File: config.mk
export PLATFORM = sky130hd
export DESIGN_NAME = bptc_fifo
export DESIGN_NICKNAME = d
export VERILOG_FILES = /design/src/rtl/core/baro_pressure_temp_compensation_assert.svh /design/src/rtl/core/bptc_pkg.sv /design/src/rtl/core/bptc_fifo.sv
export SDC_FILE = /design/constraint.sdc
export NUM_CORES = 1
export LEC_CHECK = 0
export BUFFER_PORTS_ARGS = -buffer_cell sky130_fd_sc_hd__buf_2
export CORE_MARGIN = 5
export CORE_UTILIZATION = 55
export CTS_CLUSTER_DIAMETER = 150
export DETAILED_ROUTE_END_ITERATION = 16
export HOLD_SLACK_MARGIN = 0.05
export PLACE_DENSITY = 0.77
export SLEW_MARGIN = 10
export SYNTH_ARGS = -nofsm -noshare
export SYNTH_HDL_FRONTEND = slang
export SYNTH_SLANG_ARGS = --single-unit
File: constraint.sdc
create_clock -name clk_i -period 3.3 [get_ports clk_i]
set_input_delay 0.165 -clock clk_i [delete_from_list [all_inputs] [get_ports clk_i]]
set_output_delay 0.165 -clock clk_i [all_outputs]
set_load 0.05 [all_outputs]
File: src/rtl/core/baro_pressure_temp_compensation_assert.svh
// Assertion macros for the pressure and temperature compensation block.
// Both macros use the enclosing module's clk_i and rst_ni.
`ifndef BARO_PRESSURE_TEMP_COMPENSATION_ASSERT_SVH
`define BARO_PRESSURE_TEMP_COMPENSATION_ASSERT_SVH

`ifndef SYNTH

// Property that must hold at every clock edge outside reset.
`define BPTC_ASSERT(lbl, prop) \
  lbl: assert property (@(posedge clk_i) disable iff (!rst_ni) (prop)) \
    else $error("bptc: assertion failed");

// Consequent that must hold in the cycle after the antecedent.
`define BPTC_ASSERT_NEXT(lbl, ante, cons) \
  lbl: assert property (@(posedge clk_i) disable iff (!rst_ni) (ante) |=> (cons)) \
    else $error("bptc: assertion failed");

`else

`define BPTC_ASSERT(lbl, prop)
`define BPTC_ASSERT_NEXT(lbl, ante, cons)

`endif

`endif

File: src/rtl/core/bptc_pkg.sv
`timescale 1ns / 1ps

package bptc_pkg;

  // Field widths.
  localparam int unsigned AdcW   = 24;
  localparam int unsigned CoefW  = 16;
  localparam int unsigned DtW    = 25;
  localparam int unsigned ApbAddrW = 5;
  localparam int unsigned ApbDataW = 32;

  // Request queue between front and back.
  localparam int unsigned FifoDepth = 4;
  localparam int unsigned FifoPtrW  = $clog2(FifoDepth);

  // Compensation constants.
  localparam logic signed [19:0] TempRef      = 20'sd2000;
  localparam logic signed [19:0] TempVeryCold = 20'sd1500;
  localparam logic [5:0] Off2Mul      = 6'd61;
  localparam logic [4:0] Sens2Mul     = 5'd29;
  localparam logic [4:0] Off2ColdMul  = 5'd17;
  localparam logic [3:0] Sens2ColdMul = 4'd9;
  localparam int unsigned TempShift     = 23;
  localparam int unsigned OffShift      = 6;
  localparam int unsigned SensShift     = 7;
  localparam int unsigned Off2Shift     = 4;
  localparam int unsigned T2ColdShift   = 33;
  localparam int unsigned T2WarmShift   = 38;
  localparam int unsigned ProdShift     = 21;
  localparam int unsigned PressShift    = 15;
  localparam int unsigned OffBaseShift  = 17;
  localparam int unsigned SensBaseShift = 16;

  // Division by 100 through a reciprocal multiply.
  localparam logic [6:0]  Hundred       = 7'd100;
  localparam logic [23:0] PressRecip    = 24'd10737419;
  localparam int unsigned PressRecipSh  = 30;
  localparam logic [14:0] TempRecip     = 15'd20972;
  localparam int unsigned TempRecipSh   = 21;
  localparam logic [22:0] PressMax      = 23'd6553599;

  // Register map.
  typedef enum logic [2:0] {
    RegPressSensRef   = 3'd0,
    RegPressOffsetRef = 3'd1,
    RegSensTempCoeff  = 3'd2,
    RegOffsetTempCoeff = 3'd3,
    RegRefTemperature = 3'd4,
    RegTempCoeff      = 3'd5
  } bptc_reg_e;

  // Calibration words C1..C6.
  typedef struct packed {
    logic [CoefW-1:0] c1;
    logic [CoefW-1:0] c2;
    logic [CoefW-1:0] c3;
    logic [CoefW-1:0] c4;
    logic [CoefW-1:0] c5;
    logic [CoefW-1:0] c6;
  } bptc_coef_t;

  // One classified request.
  typedef struct packed {
    logic                  zero;
    logic signed [DtW-1:0] dt;
    logic [AdcW-1:0]       d1;
  } bptc_item_t;

  // Queue status.
  typedef struct packed {
    logic              full;
    logic              empty;
    logic [FifoPtrW:0] level;
  } bptc_fifo_stat_t;

endpackage

File: src/rtl/core/bptc_fifo.sv
`timescale 1ns / 1ps

module bptc_fifo import bptc_pkg::*; (
  input  logic            clk_i,
  input  logic            rst_ni,
  input  logic            push_i,
  input  bptc_item_t      item_i,
  input  logic            pop_i,
  output bptc_item_t      item_o,
  output bptc_fifo_stat_t stat_o
);

  bptc_item_t        mem_q [FifoDepth];
  logic [FifoPtrW-1:0] wr_ptr_q, wr_ptr_d;
  logic [FifoPtrW-1:0] rd_ptr_q, rd_ptr_d;
  logic [FifoPtrW:0]   level_q, level_d;
  logic                do_push;
  logic                do_pop;

  assign stat_o.full  = (level_q == (FifoPtrW + 1)'(FifoDepth));
  assign stat_o.empty = (level_q == '0);
  assign stat_o.level = level_q;

  assign do_push = push_i && !stat_o.full;
  assign do_pop  = pop_i && !stat_o.empty;

  assign wr_ptr_d = do_push ? wr_ptr_q + 1'b1 : wr_ptr_q;
  assign rd_ptr_d = do_pop ? rd_ptr_q + 1'b1 : rd_ptr_q;
  assign level_d  = level_q + (FifoPtrW + 1)'(do_push) - (FifoPtrW + 1)'(do_pop);

  assign item_o = mem_q[rd_ptr_q];

  // Pointers and fill level.
  always_ff @(posedge clk_i or negedge rst_ni) begin
    if (!rst_ni) begin
      wr_ptr_q <= '0;
      rd_ptr_q <= '0;
      level_q  <= '0;
    end else begin
      wr_ptr_q <= wr_ptr_d;
      rd_ptr_q <= rd_ptr_d;
      level_q  <= level_d;
    end
  end

  // Storage.
  always_ff @(posedge clk_i) begin
    if (do_push) begin
      mem_q[wr_ptr_q] <= item_i;
    end
  end

endmodule

==> out/qor.yml <==
status: "finished, final reports clean"
cp_num_buf_inv: 2
core_area_um2: 13800
startpoint_type: "flop"
use_met2_pct: 27.7
arrival_ps: 2540
worst_pin_slew_ps: 895
synth_top_area_share_pct: 77.6
ant_nets: 0
hold_ws_ps: 441
cts_sinks: 207
postLayoutCoreUtil_pct: 70.2
vias_per_cell: 5.44
synthCells: 303
multi_input_area_um2: 1400
drcViolationCount: 0
grt_overflow_total: 0
finalHoldViolations: 0
clkSlewWorstSetupHoldPaths_ps: 60
slew_viol_final: 0
avgSynthCellArea_um2: 25.6
dp_slack_ps: 1010
cts-root-buf: "clkbuf_16"
hold_class: "primary input to flop"
antennaDiodeCount: 0
cpPeakStageDelay_ps: 1020
dieArea_um2: 16500
fin_skew_ps: 6.84
critical_path.slowest_cell: "dfrtp_4"
synth_area_um2: 7740
synth_seq_cells: 207
synth_edf_count: 200
leakage_nw: 3.42
critPathMaxFanout: 46
grt_pass1_vias: 3961
rows: 43
yosysUniqueCellTypes: 21
setup_viol: 0
max_freq_ghz: 0.369
synth_warnings: 0
path_cells: "buf_4, mux4_2, buf_2"
period_needed_ps: 2710
fin_crit_sh_pct: 82.1
io_buffers: 108
routabilityCongestion: 0.740
power_density_nw_per_um2: 1000
grt_pass1_wl_um: 21500
avgRoutedWirePerCell_um: 20.1
crit_type: "flop to primary output"
fill_cells: 855
synthArstFlopShare_pct: 3.38
syn_nets: 364
fin_tns_setup_ps: 0
rsz0062_at_grt: "no"
synthTopCellsByArea: "edfxtp_1 (78%), mux4_2 (14%), dfrtp_1 (2.3%), buf_12 (1.3%), ha_1 (0.97%)"
layout-drive-gt1-share_pct: 40.6
cp-end-kind: "primary output"
dieHeight_um: 129
nNetsFinal: 546
synth_top_area_cell: "edfxtp_1"
num_io_pins: 109
drt_wl_total_um: 13600
slew_headroom_pct: 40.3
vias: 3683
cts_tree: "yes"
die_x_um: 129
dpl.hpwl_um: 8200
use_met1_pct: 23.7
top_usage_layer: "met2"
antenna_found_initial: 0
clockBufferDepth: 3
clock_latency_ps: 480
placed_cells: 588
crit_family: "flip-flops"
ys.flop_type: "edfxtp_1"
ctsHtreeMaxLevel: 1
final_cells: 677
worst_ep_required_time_ps: 3130
start_util_pct: 56.0
ir_worst_vdd_v: 0.000738
dr.pass1.iters: 4
syn_to_final_growth_pct: 25.3
grt.total_usage_pct: 16.8
cap_violations: 0
drtIter0Drc: 241
grt_use_met3_pct: 3.74
yosysSeqAreaShare_pct: 79.8
grt_max_degree: 47
cts_inserted_buffers: 21
register_area_um2: 6190
postLayoutSetupSlackWorst_ps: 592
repair_timing:
item | in CTS | in global routing
endpoints found under the hold margin | 211 | 0
gates resized for setup | 0 | 0
hold buffers | 54 | 0
setup buffers | 0 | 0
state kept, by name, indices dropped and copies added (netlist names):
register	flops
rd_ptr_q	2
wr_ptr_q	2
mem_q	200
level_q	3
through the flow:
step,cell area [um^2],power (mW)
after floorplan,7740,6.74
after global placement,8480,7.45
after detailed placement,8480,7.51
after CTS,9700,9.86
after global routing,9700,10.1
final,9700,9.74
cell families after synthesis:
| logic type | after synthesis | share of synthesized area, % |
|---|---|---|
| compound gates | 4 | 0.404 |
| flops | 207 | 79.8 |
| fa+ha+maj | 7 | 1.23 |
| xor+xnor | 4 | 0.452 |
| simple gates | 13 | 1.34 |
| mux | 50 | 14.6 |
| buf+inv | 18 | 2.10 |
layout by cell type (no fill, tap or decap), drive strengths merged, types with 2 or more instances in the layout:
cell / netlist / final
and3b: 4 / 4
nand2b: 4 / 4
dfrtp: 7 / 7
buf: 11 / 117
clkinv: 0 / 3
o211ai: 2 / 2
clkbuf: 1 / 29
inv: 6 / 6
edfxtp: 200 / 200
bufinv: 0 / 2
nand4bb: 2 / 2
xnor2: 4 / 4
dlygate4sd3: 0 / 54
mux4: 50 / 50
ha: 6 / 6
area by class of cell:
cell class / count / area share [%]
clock buffer: 29 / 6.14
clock inverter: 6 / 0.877
inverter: 6 / 0.232
multi-input combinational: 78 / 14.5
sequential: 207 / 63.7
tap: 180 / 2.32
timing repair buffer: 171 / 12.2
synthesized netlist by cell type, types with 2 or more instances:
cell and instances:
buf_2 5, and3b_1 4, mux4_2 48, dfrtp_1 7
nand2b_1 4, mux4_1 2, inv_1 6, o211ai_1 2
buf_12 5, nand4bb_1 2, xnor2_1 4, ha_1 6
edfxtp_1 200
path summary, 6_finish.rpt:
path / start / endpoint / slack (ps) / depth (start not counted)
max: rd_ptr_q[0] / item_o[5] / 590 / 3
min: item_i[41] / mem_q[3][41] / 440 / 2
max reg2reg: level_q[1] / level_q[2] / 1060 / 8
min reg2reg: wr_ptr_q[1] / wr_ptr_q[1] / 610 / 2
max in group asynchronous: rst_ni / rd_ptr_q[0] / 2340 / 3
min in group asynchronous: rst_ni / wr_ptr_q[1] / 660 / 3
worst register-to-register path, stage by stage, from the launching register on:
cell	delay (ps)
dfrtp_1	470
o31ai_1	430
inv_1	90
ha_1	280
inv_1	40
ha_1	180
fa_1	380
xnor2_1	140
xnor2_1	130
power by group:
part | internal (mW) | switching (mW) | total [mW]
clock network | 1.41 | 0.885 | 2.30
logic | 1.18 | 2.40 | 3.58
registers | 3.47 | 0.395 | 3.86
metal layers:
metal	part of all wire (%)	wire length, um
met1	43	5890
met2	48	6610
met3	6.8	923
met4	1.6	212
met5	0	0
Power figures use the tool's default switching activity.
