==> src/rtl/core/baro_pressure_temp_compensation_assert.svh <==
// Assertion macros for the pressure and temperature compensation block.
// Both macros use the enclosing module's clk_i and rst_ni.
`ifndef BARO_PRESSURE_TEMP_COMPENSATION_ASSERT_SVH
`define BARO_PRESSURE_TEMP_COMPENSATION_ASSERT_SVH

`ifndef SYNTH

// Property that must hold at every clock edge outside reset.
`define BPTC_ASSERT(lbl, prop) \
  lbl: assert property (@(posedge clk_i) disable iff (!rst_ni) (prop)) \
    else $error("bptc: assertion failed");

// Consequent that must hold in the cycle after the antecedent.
`define BPTC_ASSERT_NEXT(lbl, ante, cons) \
  lbl: assert property (@(posedge clk_i) disable iff (!rst_ni) (ante) |=> (cons)) \
    else $error("bptc: assertion failed");

`else

`define BPTC_ASSERT(lbl, prop)
`define BPTC_ASSERT_NEXT(lbl, ante, cons)

`endif

`endif

==> src/rtl/core/bptc_pkg.sv <==
`timescale 1ns / 1ps

package bptc_pkg;

  // Field widths.
  localparam int unsigned AdcW   = 24;
  localparam int unsigned CoefW  = 16;
  localparam int unsigned DtW    = 25;
  localparam int unsigned ApbAddrW = 5;
  localparam int unsigned ApbDataW = 32;

  // Request queue between front and back.
  localparam int unsigned FifoDepth = 4;
  localparam int unsigned FifoPtrW  = $clog2(FifoDepth);

  // Compensation constants.
  localparam logic signed [19:0] TempRef      = 20'sd2000;
  localparam logic signed [19:0] TempVeryCold = 20'sd1500;
  localparam logic [5:0] Off2Mul      = 6'd61;
  localparam logic [4:0] Sens2Mul     = 5'd29;
  localparam logic [4:0] Off2ColdMul  = 5'd17;
  localparam logic [3:0] Sens2ColdMul = 4'd9;
  localparam int unsigned TempShift     = 23;
  localparam int unsigned OffShift      = 6;
  localparam int unsigned SensShift     = 7;
  localparam int unsigned Off2Shift     = 4;
  localparam int unsigned T2ColdShift   = 33;
  localparam int unsigned T2WarmShift   = 38;
  localparam int unsigned ProdShift     = 21;
  localparam int unsigned PressShift    = 15;
  localparam int unsigned OffBaseShift  = 17;
  localparam int unsigned SensBaseShift = 16;

  // Division by 100 through a reciprocal multiply.
  localparam logic [6:0]  Hundred       = 7'd100;
  localparam logic [23:0] PressRecip    = 24'd10737419;
  localparam int unsigned PressRecipSh  = 30;
  localparam logic [14:0] TempRecip     = 15'd20972;
  localparam int unsigned TempRecipSh   = 21;
  localparam logic [22:0] PressMax      = 23'd6553599;

  // Register map.
  typedef enum logic [2:0] {
    RegPressSensRef   = 3'd0,
    RegPressOffsetRef = 3'd1,
    RegSensTempCoeff  = 3'd2,
    RegOffsetTempCoeff = 3'd3,
    RegRefTemperature = 3'd4,
    RegTempCoeff      = 3'd5
  } bptc_reg_e;

  // Calibration words C1..C6.
  typedef struct packed {
    logic [CoefW-1:0] c1;
    logic [CoefW-1:0] c2;
    logic [CoefW-1:0] c3;
    logic [CoefW-1:0] c4;
    logic [CoefW-1:0] c5;
    logic [CoefW-1:0] c6;
  } bptc_coef_t;

  // One classified request.
  typedef struct packed {
    logic                  zero;
    logic signed [DtW-1:0] dt;
    logic [AdcW-1:0]       d1;
  } bptc_item_t;

  // Queue status.
  typedef struct packed {
    logic              full;
    logic              empty;
    logic [FifoPtrW:0] level;
  } bptc_fifo_stat_t;

endpackage

==> src/rtl/core/bptc_front.sv <==
`timescale 1ns / 1ps

module bptc_front import bptc_pkg::*; #(
  parameter int unsigned ADC_BITS = 24
) (
  input  logic              valid_i,
  input  logic [2*AdcW-1:0] tdata_i,
  input  logic              full_i,
  input  logic [CoefW-1:0]  ref_temp_i,
  output logic              ready_o,
  output logic              push_o,
  output bptc_item_t        item_o
);

  localparam logic [AdcW-1:0] AdcMask = AdcW'((64'd1 << ADC_BITS) - 64'd1);

  logic [AdcW-1:0] d2;
  logic [AdcW-1:0] d1;

  // Requests are taken whenever the queue has room.
  assign ready_o = !full_i;
  assign push_o  = valid_i && !full_i;

  // Mask the conversions to the ADC width and flag a zero reading.
  assign d2 = tdata_i[AdcW-1:0] & AdcMask;
  assign d1 = tdata_i[2*AdcW-1:AdcW] & AdcMask;

  assign item_o.zero = (d1 == '0) || (d2 == '0);
  assign item_o.d1   = d1;
  // Difference to the reference temperature, C5 scaled by 256.
  assign item_o.dt   = $signed({1'b0, d2}) - $signed({1'b0, ref_temp_i, 8'h00});

endmodule

==> config.mk <==
export PLATFORM = sky130hd
export DESIGN_NAME = bptc_front
export DESIGN_NICKNAME = d
export VERILOG_FILES = /design/src/rtl/core/baro_pressure_temp_compensation_assert.svh /design/src/rtl/core/bptc_pkg.sv /design/src/rtl/core/bptc_front.sv
export SDC_FILE = /design/constraint.sdc
export NUM_CORES = 1
export LEC_CHECK = 0
export BUFFER_PORTS_ARGS = -buffer_cell sky130_fd_sc_hd__buf_2
export CAP_MARGIN = 20
export CORE_MARGIN = 2
export CORE_UTILIZATION = 34
export DETAILED_ROUTE_END_ITERATION = 16
export GPL_TIMING_DRIVEN = 0
export PLACE_DENSITY = 0.78
export SLEW_MARGIN = 20
export SYNTH_ARGS = -nofsm -noshare
export SYNTH_HDL_FRONTEND = slang
export SYNTH_SLANG_ARGS = --single-unit
==> constraint.sdc <==
create_clock -name vclk -period 2.5
set_clock_uncertainty 0.15 [all_clocks]
set_input_delay 0.5 -clock vclk [all_inputs]
set_output_delay 0.5 -clock vclk [all_outputs]
set_load 0.005 [all_outputs]
==> results.toml, run 1 <==
[drt]
drc = 0
first_pass_iters = 4
detail_route.wl_per_cell_um = 12.5
route.vias.total = 1752
ant_nets = 0
routed_wl_um = 4470
viasPerCell = 4.88
drt_iter0_drc = 31

[timing]
finalSetupTns_ps = -2140
period_minus_slack_ps = 2820
setup_violations = 11
worst_pin_slew_ps = 415
setup_slack_ps = -324
clock.fmax_mhz = 354
rsz0062_at_grt = "yes"
slew_headroom_pct = 72.0
hold_slack_ps = 1080
min_period_over_period_pct = 113
drv_slew = 0
hold_violations = 0

[cells_and_area]
nNetsFinal = 396
clock_buffers = 0
final_cell_mix = "buf_2 (111), buf_4 (43), inv_1 (17), nor4_1 (14), ha_4 (10)"
regArea_um2 = 0
drive_gt1_share_pct = 63.3
fill_cells = 344
final_common_cell = "buf_2"
num_antenna_cells = 0
areaGrowthSynthToFinish_pct = 78.6
multi_input_area_mm2 = 0.00113
seq_cells = 0

[worst_setup_path]
crit_cells = 10
crit_type = "in -> out"
arrival_ps = 2170
crit_family = "simple AND/OR/NAND/NOR gates"
cp_num_buf_inv = 3
cp_max_fo = 4
required_ps = 1850
crit_slowest_cell = "fa_2"
crit_path_start_kind = "input port"
cp-end-kind = "output pin"
max_stage_delay_ps = 370
path_cells = "buf_8 > inv_8 > ha_4 > fa_2 > nor2b_4 > o2111a_2 > o311ai_4 > nand4_1 > or3b_1 > buf_2"

[power]
p_int_mw = 0.290
power.total_mw = 0.519
p_sw_mw = 0.229
p_leak_nw = 1.21
power_frac_seq_pct = 0
vdd_drop_max_v = 0.000111
p_per_area_mw_per_mm2 = 229
clockPowerShare_pct = 0
combPwrFrac_pct = 100.0
p_sw_share_pct = 44.1

[grt]
gr-total-overflow = 0
grt_antenna_before_repair = 0
grt_pass1_vias = 1574
grtUsageTotal_pct = 18.7
grt_pass1_wl_um = 6470
grt_max_degree = 11

[floorplanning]
die-height_um = 65.1
rows = 22
die_area_mm2 = 0.00424
start_util_pct = 35.0
io-pin-count = 118
core_area_mm2 = 0.00363
die_w_um = 65.1

[synth]
synth_area_leaders = "buf_4 (19%), ha_1 (16%), nor4_1 (6.9%)"
yosysTopAreaCell = "buf_4"
syn_area_per_cell_um2 = 6.95
ys_seq_area_share_pct = 0
syn-instance-count = 183
ys_warn_count = 0
netlist.area_leader.share_pct = 18.9
synth_cell_types = 38
syn-num-nets = 266
syn-cell-area_mm2 = 0.00127

[run_status]
violations = "negative setup slack"
status = "complete, but fails checks"

[hold_path]
hold_class = "in -> out"
hold_depth = 3

[place]
dp_hpwl_um = 3610
io_buffers = 118
place_congestion = 0.797

[job]
maxCapViolCount = 0
## cell usage after synthesis (all sizes together) (2+ instances only)
master and n:
clkbuf 3, inv 22, nand2b 5, and4 2, nor2 8, o21ai 7
or3 2, o311ai 4, buf 32, a21o 4, nor3 3, o31a 3
xor2 2, ha 16, nor4 14, nor2b 6, nand3 2, and3 3
a21oi 14, nand2 7, nand4 3, xnor2 9
## power by group through the flow
stage          Clock (mW)  Combinational [mW]  Sequential, mW
2_1_floorplan           0               0.255               0
4_1_cts                 0               0.493               0
3_5_place_dp            0               0.434               0
6_report                0               0.519               0
5_1_grt                 0               0.569               0
3_3_place_gp            0               0.427               0
## layout make-up
class              instances  area share (%)
multi-input cells        126            49.8
inverters                 22            4.30
repair buffers           131            32.7
plain buffers             32            10.6
well taps                 48            2.64
## through the flow
step / util [%] / worst slack (ps) / instance area, µm² / std cells
after global placement: 54.1 / -424 / 1970 / 349
final: 62.5 / -324 / 2270 / 359
after detailed placement: 54.1 / -430 / 1970 / 349
after floorplan: - / -93.2 / 1320 / 183
after CTS: 60.1 / -303 / 2180 / 354
after global routing: 62.5 / -396 / 2270 / 359
## layer usage
layer | routed length (µm) | global-route usage [%]
met5 | 0 | 0
met4 | 68 | 3.91
met3 | 319 | 2.05
met2 | 2460 | 40.6
met1 | 1620 | 18.5
## logic make-up after synthesis
logic type      share of synthesized area (%)
simple gates                             26.4
buf+inv                                  26.3
fa+ha+maj                                17.3
compound gates                           21.7
mux                                     0.787
xor+xnor                                 7.58
## path summary, 6_finish.rpt
check | end | startpoint
setup / recovery | item_o[46] | tdata_i[8]
hold / removal | ready_o | full_i
## what timing repair did
item,4_1_cts,5_1_grt
pin swaps,21,16
hold buffers,0,0
setup endpoints to repair,11,11
gates resized for setup,34,13
buffers inserted,8,5
endpoints found under the hold margin,0,0
Note: power is estimated with default switching activity, not from simulation.
==> run 2: changes to the inputs <==
- MAX_ROUTING_LAYER: unset -> met4
==> run 2 against run 1 <==
Net effect:
- the run still ends with negative setup slack left
- die area did not move
- hold slack about the same
- count of clock-buffer cells in the layout unchanged
- utilization unchanged
- critical path depth stayed put
- largest cell class unchanged
- highest routed layer unchanged
==> results.toml, run 2 (synthesis gave the netlist of run 1 again) <==
[floorplanning]
core_area_mm2 = 0.00363
io-pin-count = 118
start_util_pct = 35.0
die_w_um = 65.1
die_area_mm2 = 0.00424
rows = 22
die-height_um = 65.1

[cells_and_area]
fin_area_mm2 = 0.00227
stdcell_count = 359
areaGrowthSynthToFinish_pct = 78.6
final_util_pct = 62.5
nNetsFinal = 396
num_antenna_cells = 0
fill_cells = 344
final_common_cell = "buf_2"
seq_cells = 0
regArea_um2 = 0
clock_buffers = 0
final_cell_mix = "buf_2 (111), buf_4 (43), inv_1 (17), nor4_1 (14), ha_4 (10)"
drive_gt1_share_pct = 63.3

[hold_path]
hold_depth = 3
hold_class = "in -> out"
min_from = "full_i"
min_to = "ready_o"

[grt]
grt_antenna_before_repair = 0
grt_pass1_vias = 1565
grt_max_degree = 11
gr-total-overflow = 0
grt_pass1_wl_um = 6520
grtUsageTotal_pct = 19.4

[cts]
cts-hold-fix-buffers = 0

[drt]
drc = 0
viasPerCell = 4.88
routed_wl_um = 4450
detail_route.wl_per_cell_um = 12.4
route.vias.total = 1751
ant_nets = 0
drt_iter0_drc = 30
first_pass_iters = 4

[timing]
clock.fmax_mhz = 354
rsz0062_at_grt = "yes"
hold_violations = 0
slew_headroom_pct = 72.8
drv_slew = 0
period_minus_slack_ps = 2820
setup_slack_ps = -323
setup_violations = 11
worst_pin_slew_ps = 404
min_period_over_period_pct = 113

[worst_setup_path]
cp_num_buf_inv = 3
crit_type = "in -> out"
cp_max_fo = 4
path_cells = "buf_8 > inv_8 > ha_4 > fa_2 > nor2b_4 > o2111a_2 > o311ai_4 > nand4_1 > or3b_1 > buf_2"
max_stage_delay_ps = 370
crit_path_start_kind = "input port"
cp-end-kind = "output pin"
crit_slowest_cell = "fa_2"
required_ps = 1850
crit_family = "simple AND/OR/NAND/NOR gates"
arrival_ps = 2170

[power]
p_int_mw = 0.290
power_frac_seq_pct = 0
p_sw_mw = 0.229
p_per_area_mw_per_mm2 = 229
p_leak_nw = 1.21
vdd_drop_max_v = 0.000111
clockPowerShare_pct = 0
p_sw_share_pct = 44.1
combPwrFrac_pct = 100.0

[place]
io_buffers = 118
placed_cell_area_mm2 = 0.00197
dp_hpwl_um = 3610
pre_cts_slack_ps = -430
dp_cells = 349
place_congestion = 0.809

[run_status]
violations = "negative setup slack"
status = "complete, but fails checks"

[job]
maxCapViolCount = 0
[run 2: cell counts in the layout (fill, tap and decap cells not counted)]
Identical to the previous run, type by type.
[run 2: layout make-up]
class / instances / area (µm²) / share of cell area (%)
Buffer: 32 / 240 / 10.6
Inverter: 22 / 97.6 / 4.30
Timing Repair Buffer: 131 / 743 / 32.7
Tap cell: 48 / 60.1 / 2.64
Multi-Input combinational cell: 126 / 1130 / 49.8
[run 2: how the worst max path moves through the flow]
stage                    start         end  slack, ps  cells after the start
floorplan           tdata_i[8]  item_o[46]        -90                      8
global placement    tdata_i[8]  item_o[46]       -420                     10
detailed placement  tdata_i[8]  item_o[46]       -430                     10
CTS                 tdata_i[8]  item_o[46]       -300                     10
global route        tdata_i[8]  item_o[44]       -400                     10
finish              tdata_i[8]  item_o[46]       -320                     10
[run 2: power groups by stage]
stage	clock network (mW)	registers (mW)	logic, mW
detailed placement	0	0	0.434
floorplan	0	0	0.255
global placement	0	0	0.427
CTS	0	0	0.493
finish	0	0	0.519
global route	0	0	0.568
[run 2: through the flow]
step                power (mW)  TNS [ps]  hold slack [ps]
CTS                      0.493     -1670             1080
global route             0.568     -2890             1080
detailed placement       0.434     -2790             1080
finish                   0.519     -2140             1080
global placement         0.427     -2650             1070
floorplan                0.255      -130              877
[run 2: timing repair]
| action | 4_1_cts | 5_1_grt |
|---|---|---|
| buffers inserted | 8 | 5 |
| setup endpoints to repair | 11 | 11 |
| resized for setup | 34 | 13 |
| pin swaps | 21 | 16 |
[run 2: layer usage]
metal / GRT usage, % / routed length (µm) / vias to the layer above
met5: - / 0 / -
met4: 2.86 / 68 / 0
met3: 2.23 / 324 / 8
met2: 41.1 / 2450 / 80
met1: 18.8 / 1610 / 779
li1: - / - / 884
==> run 3: changes to the inputs <==
- SETUP_SLACK_MARGIN: unset -> 0.1
==> run 3 against run 2 <==
Net effect:
- the run still ends with negative setup slack left
- cell count shrank 0.56%
- sequential cell count is the same
- first-iteration DRC count grew 50%
- via count grew 0.23%
- critical endpoint unchanged
- largest power group unchanged
- highest routed layer unchanged
==> results.toml, run 3 (synthesis gave the netlist of run 1 again) <==
[run_status]
status = "complete, but fails checks"
violations = "negative setup slack"

[timing]
hold_violations = 0
rsz0062_at_grt = "yes"
slew_headroom_pct = 73.2
period_minus_slack_ps = 2800
setup_slack_ps = -303
setup_violations = 11
worst_pin_slew_ps = 397
finalSetupTns_ps = -1880
drv_slew = 0
clock.fmax_mhz = 357
min_period_over_period_pct = 112

[grt]
grt_pass1_wl_um = 6440
grtUsageTotal_pct = 19.1
grt_pass1_vias = 1519
grt_max_degree = 11
grt_antenna_before_repair = 0
gr-total-overflow = 0

[drt]
detail_route.wl_per_cell_um = 12.4
routed_wl_um = 4420
drc = 0
first_pass_iters = 4
route.vias.total = 1755
viasPerCell = 4.92
ant_nets = 0
drt_iter0_drc = 45

[cells_and_area]
areaGrowthSynthToFinish_pct = 81.9
clock_buffers = 0
multi_input_area_mm2 = 0.00116
drive_gt1_share_pct = 64.7
nNetsFinal = 394
fill_cells = 326
seq_cells = 0
regArea_um2 = 0
num_antenna_cells = 0
final_util_pct = 63.6
final_cell_mix = "buf_2 (110), buf_4 (39), inv_1 (16), nor4_1 (12)"
stdcell_count = 357
final_common_cell = "buf_2"

[worst_setup_path]
arrival_ps = 2150
crit_path_end = "item_o[46]"
crit_type = "in -> out"
max_stage_delay_ps = 340
cp-end-kind = "output pin"
crit_path_start_kind = "input port"
required_ps = 1850
crit_start = "tdata_i[8]"
cp_max_fo = 4
crit_slowest_cell = "or3b_1"
path_cells = "buf_8 > inv_8 > ha_4 > fa_2 > nor2b_4 > o2111a_2 > o311ai_4 > a21oi_1 > or3b_1 > buf_2"

[power]
p_sw_share_pct = 44.5
combPwrFrac_pct = 100.0
p_int_mw = 0.293
clockPowerShare_pct = 0
power_frac_seq_pct = 0
p_sw_mw = 0.235
p_leak_nw = 1.21
vdd_drop_max_v = 0.000124
p_per_area_mw_per_mm2 = 228
power.total_mw = 0.528

[place]
dp_cells = 349
io_buffers = 118
pre_cts_slack_ps = -430
dp_hpwl_um = 3560
place_congestion = 0.815

[floorplanning]
start_util_pct = 35.0
rows = 22
die_w_um = 65.1
die_area_mm2 = 0.00424
die-height_um = 65.1
core_area_mm2 = 0.00363
io-pin-count = 118

[hold_path]
hold_depth = 3
hold_class = "in -> out"

[job]
maxCapViolCount = 0
==> run 3: cell types whose count changed in the layout (fill, tap and decap cells not counted), sizes merged <==
cell / change
buf: -3
clkbuf: +1
==> run 3: final cells by class <==
cell class | count | share of cell area [%]
buffer | 35 | 11.9
timing repair buffer | 126 | 31.2
multi-input combinational | 126 | 50.0
inverter | 22 | 4.33
tap | 48 | 2.60
==> run 3: metal layers <==
| metal | up-vias | GRT usage, % | wire length, µm |
|---|---|---|---|
| met3 | 4 | 1.88 | 343 |
| met2 | 79 | 39.6 | 2420 |
| met5 | - | - | 0 |
| met4 | 0 | 1.56 | 32 |
| met1 | 792 | 19.9 | 1620 |
| li1 | 880 | - | - |
==> run 3: worst min path at each step <==
stage                start      end  slack, ps
global route        full_i  ready_o       1090
CTS                 full_i  ready_o       1080
floorplan           full_i  ready_o        880
global placement    full_i  ready_o       1070
detailed placement  full_i  ready_o       1080
finish              full_i  ready_o       1080
==> run 3: metrics by stage <==
step | area, µm² | hold slack, ps
after global routing | 2310 | 1090
after CTS | 2100 | 1080
final | 2310 | 1080
after floorplan | 1320 | 877
after global placement | 1970 | 1070
after detailed placement | 1970 | 1080
==> run 3: worst max-delay path: cells and delay by family <==
kind / cells / cell delay [ps]
AND/OR/NAND/NOR: 2 / 390
AO/OA/AOI/OAI: 3 / 650
buffers and inverters: 3 / 280
adder cells (fa/ha/maj): 2 / 340
==> run 3: repair_timing <==
action / in CTS / in global routing
gates resized for setup: 24 / 42
buffers inserted: 4 / 4
endpoints found under the setup margin: 11 / 13
hold buffers: 0 / 0
pin swaps: 12 / 18
==> run 3: power by group through the flow <==
stage / Clock, mW / Combinational (mW) / Sequential (mW)
floorplan: 0 / 0.255 / 0
global placement: 0 / 0.427 / 0
detailed placement: 0 / 0.433 / 0
CTS: 0 / 0.471 / 0
global route: 0 / 0.581 / 0
finish: 0 / 0.528 / 0
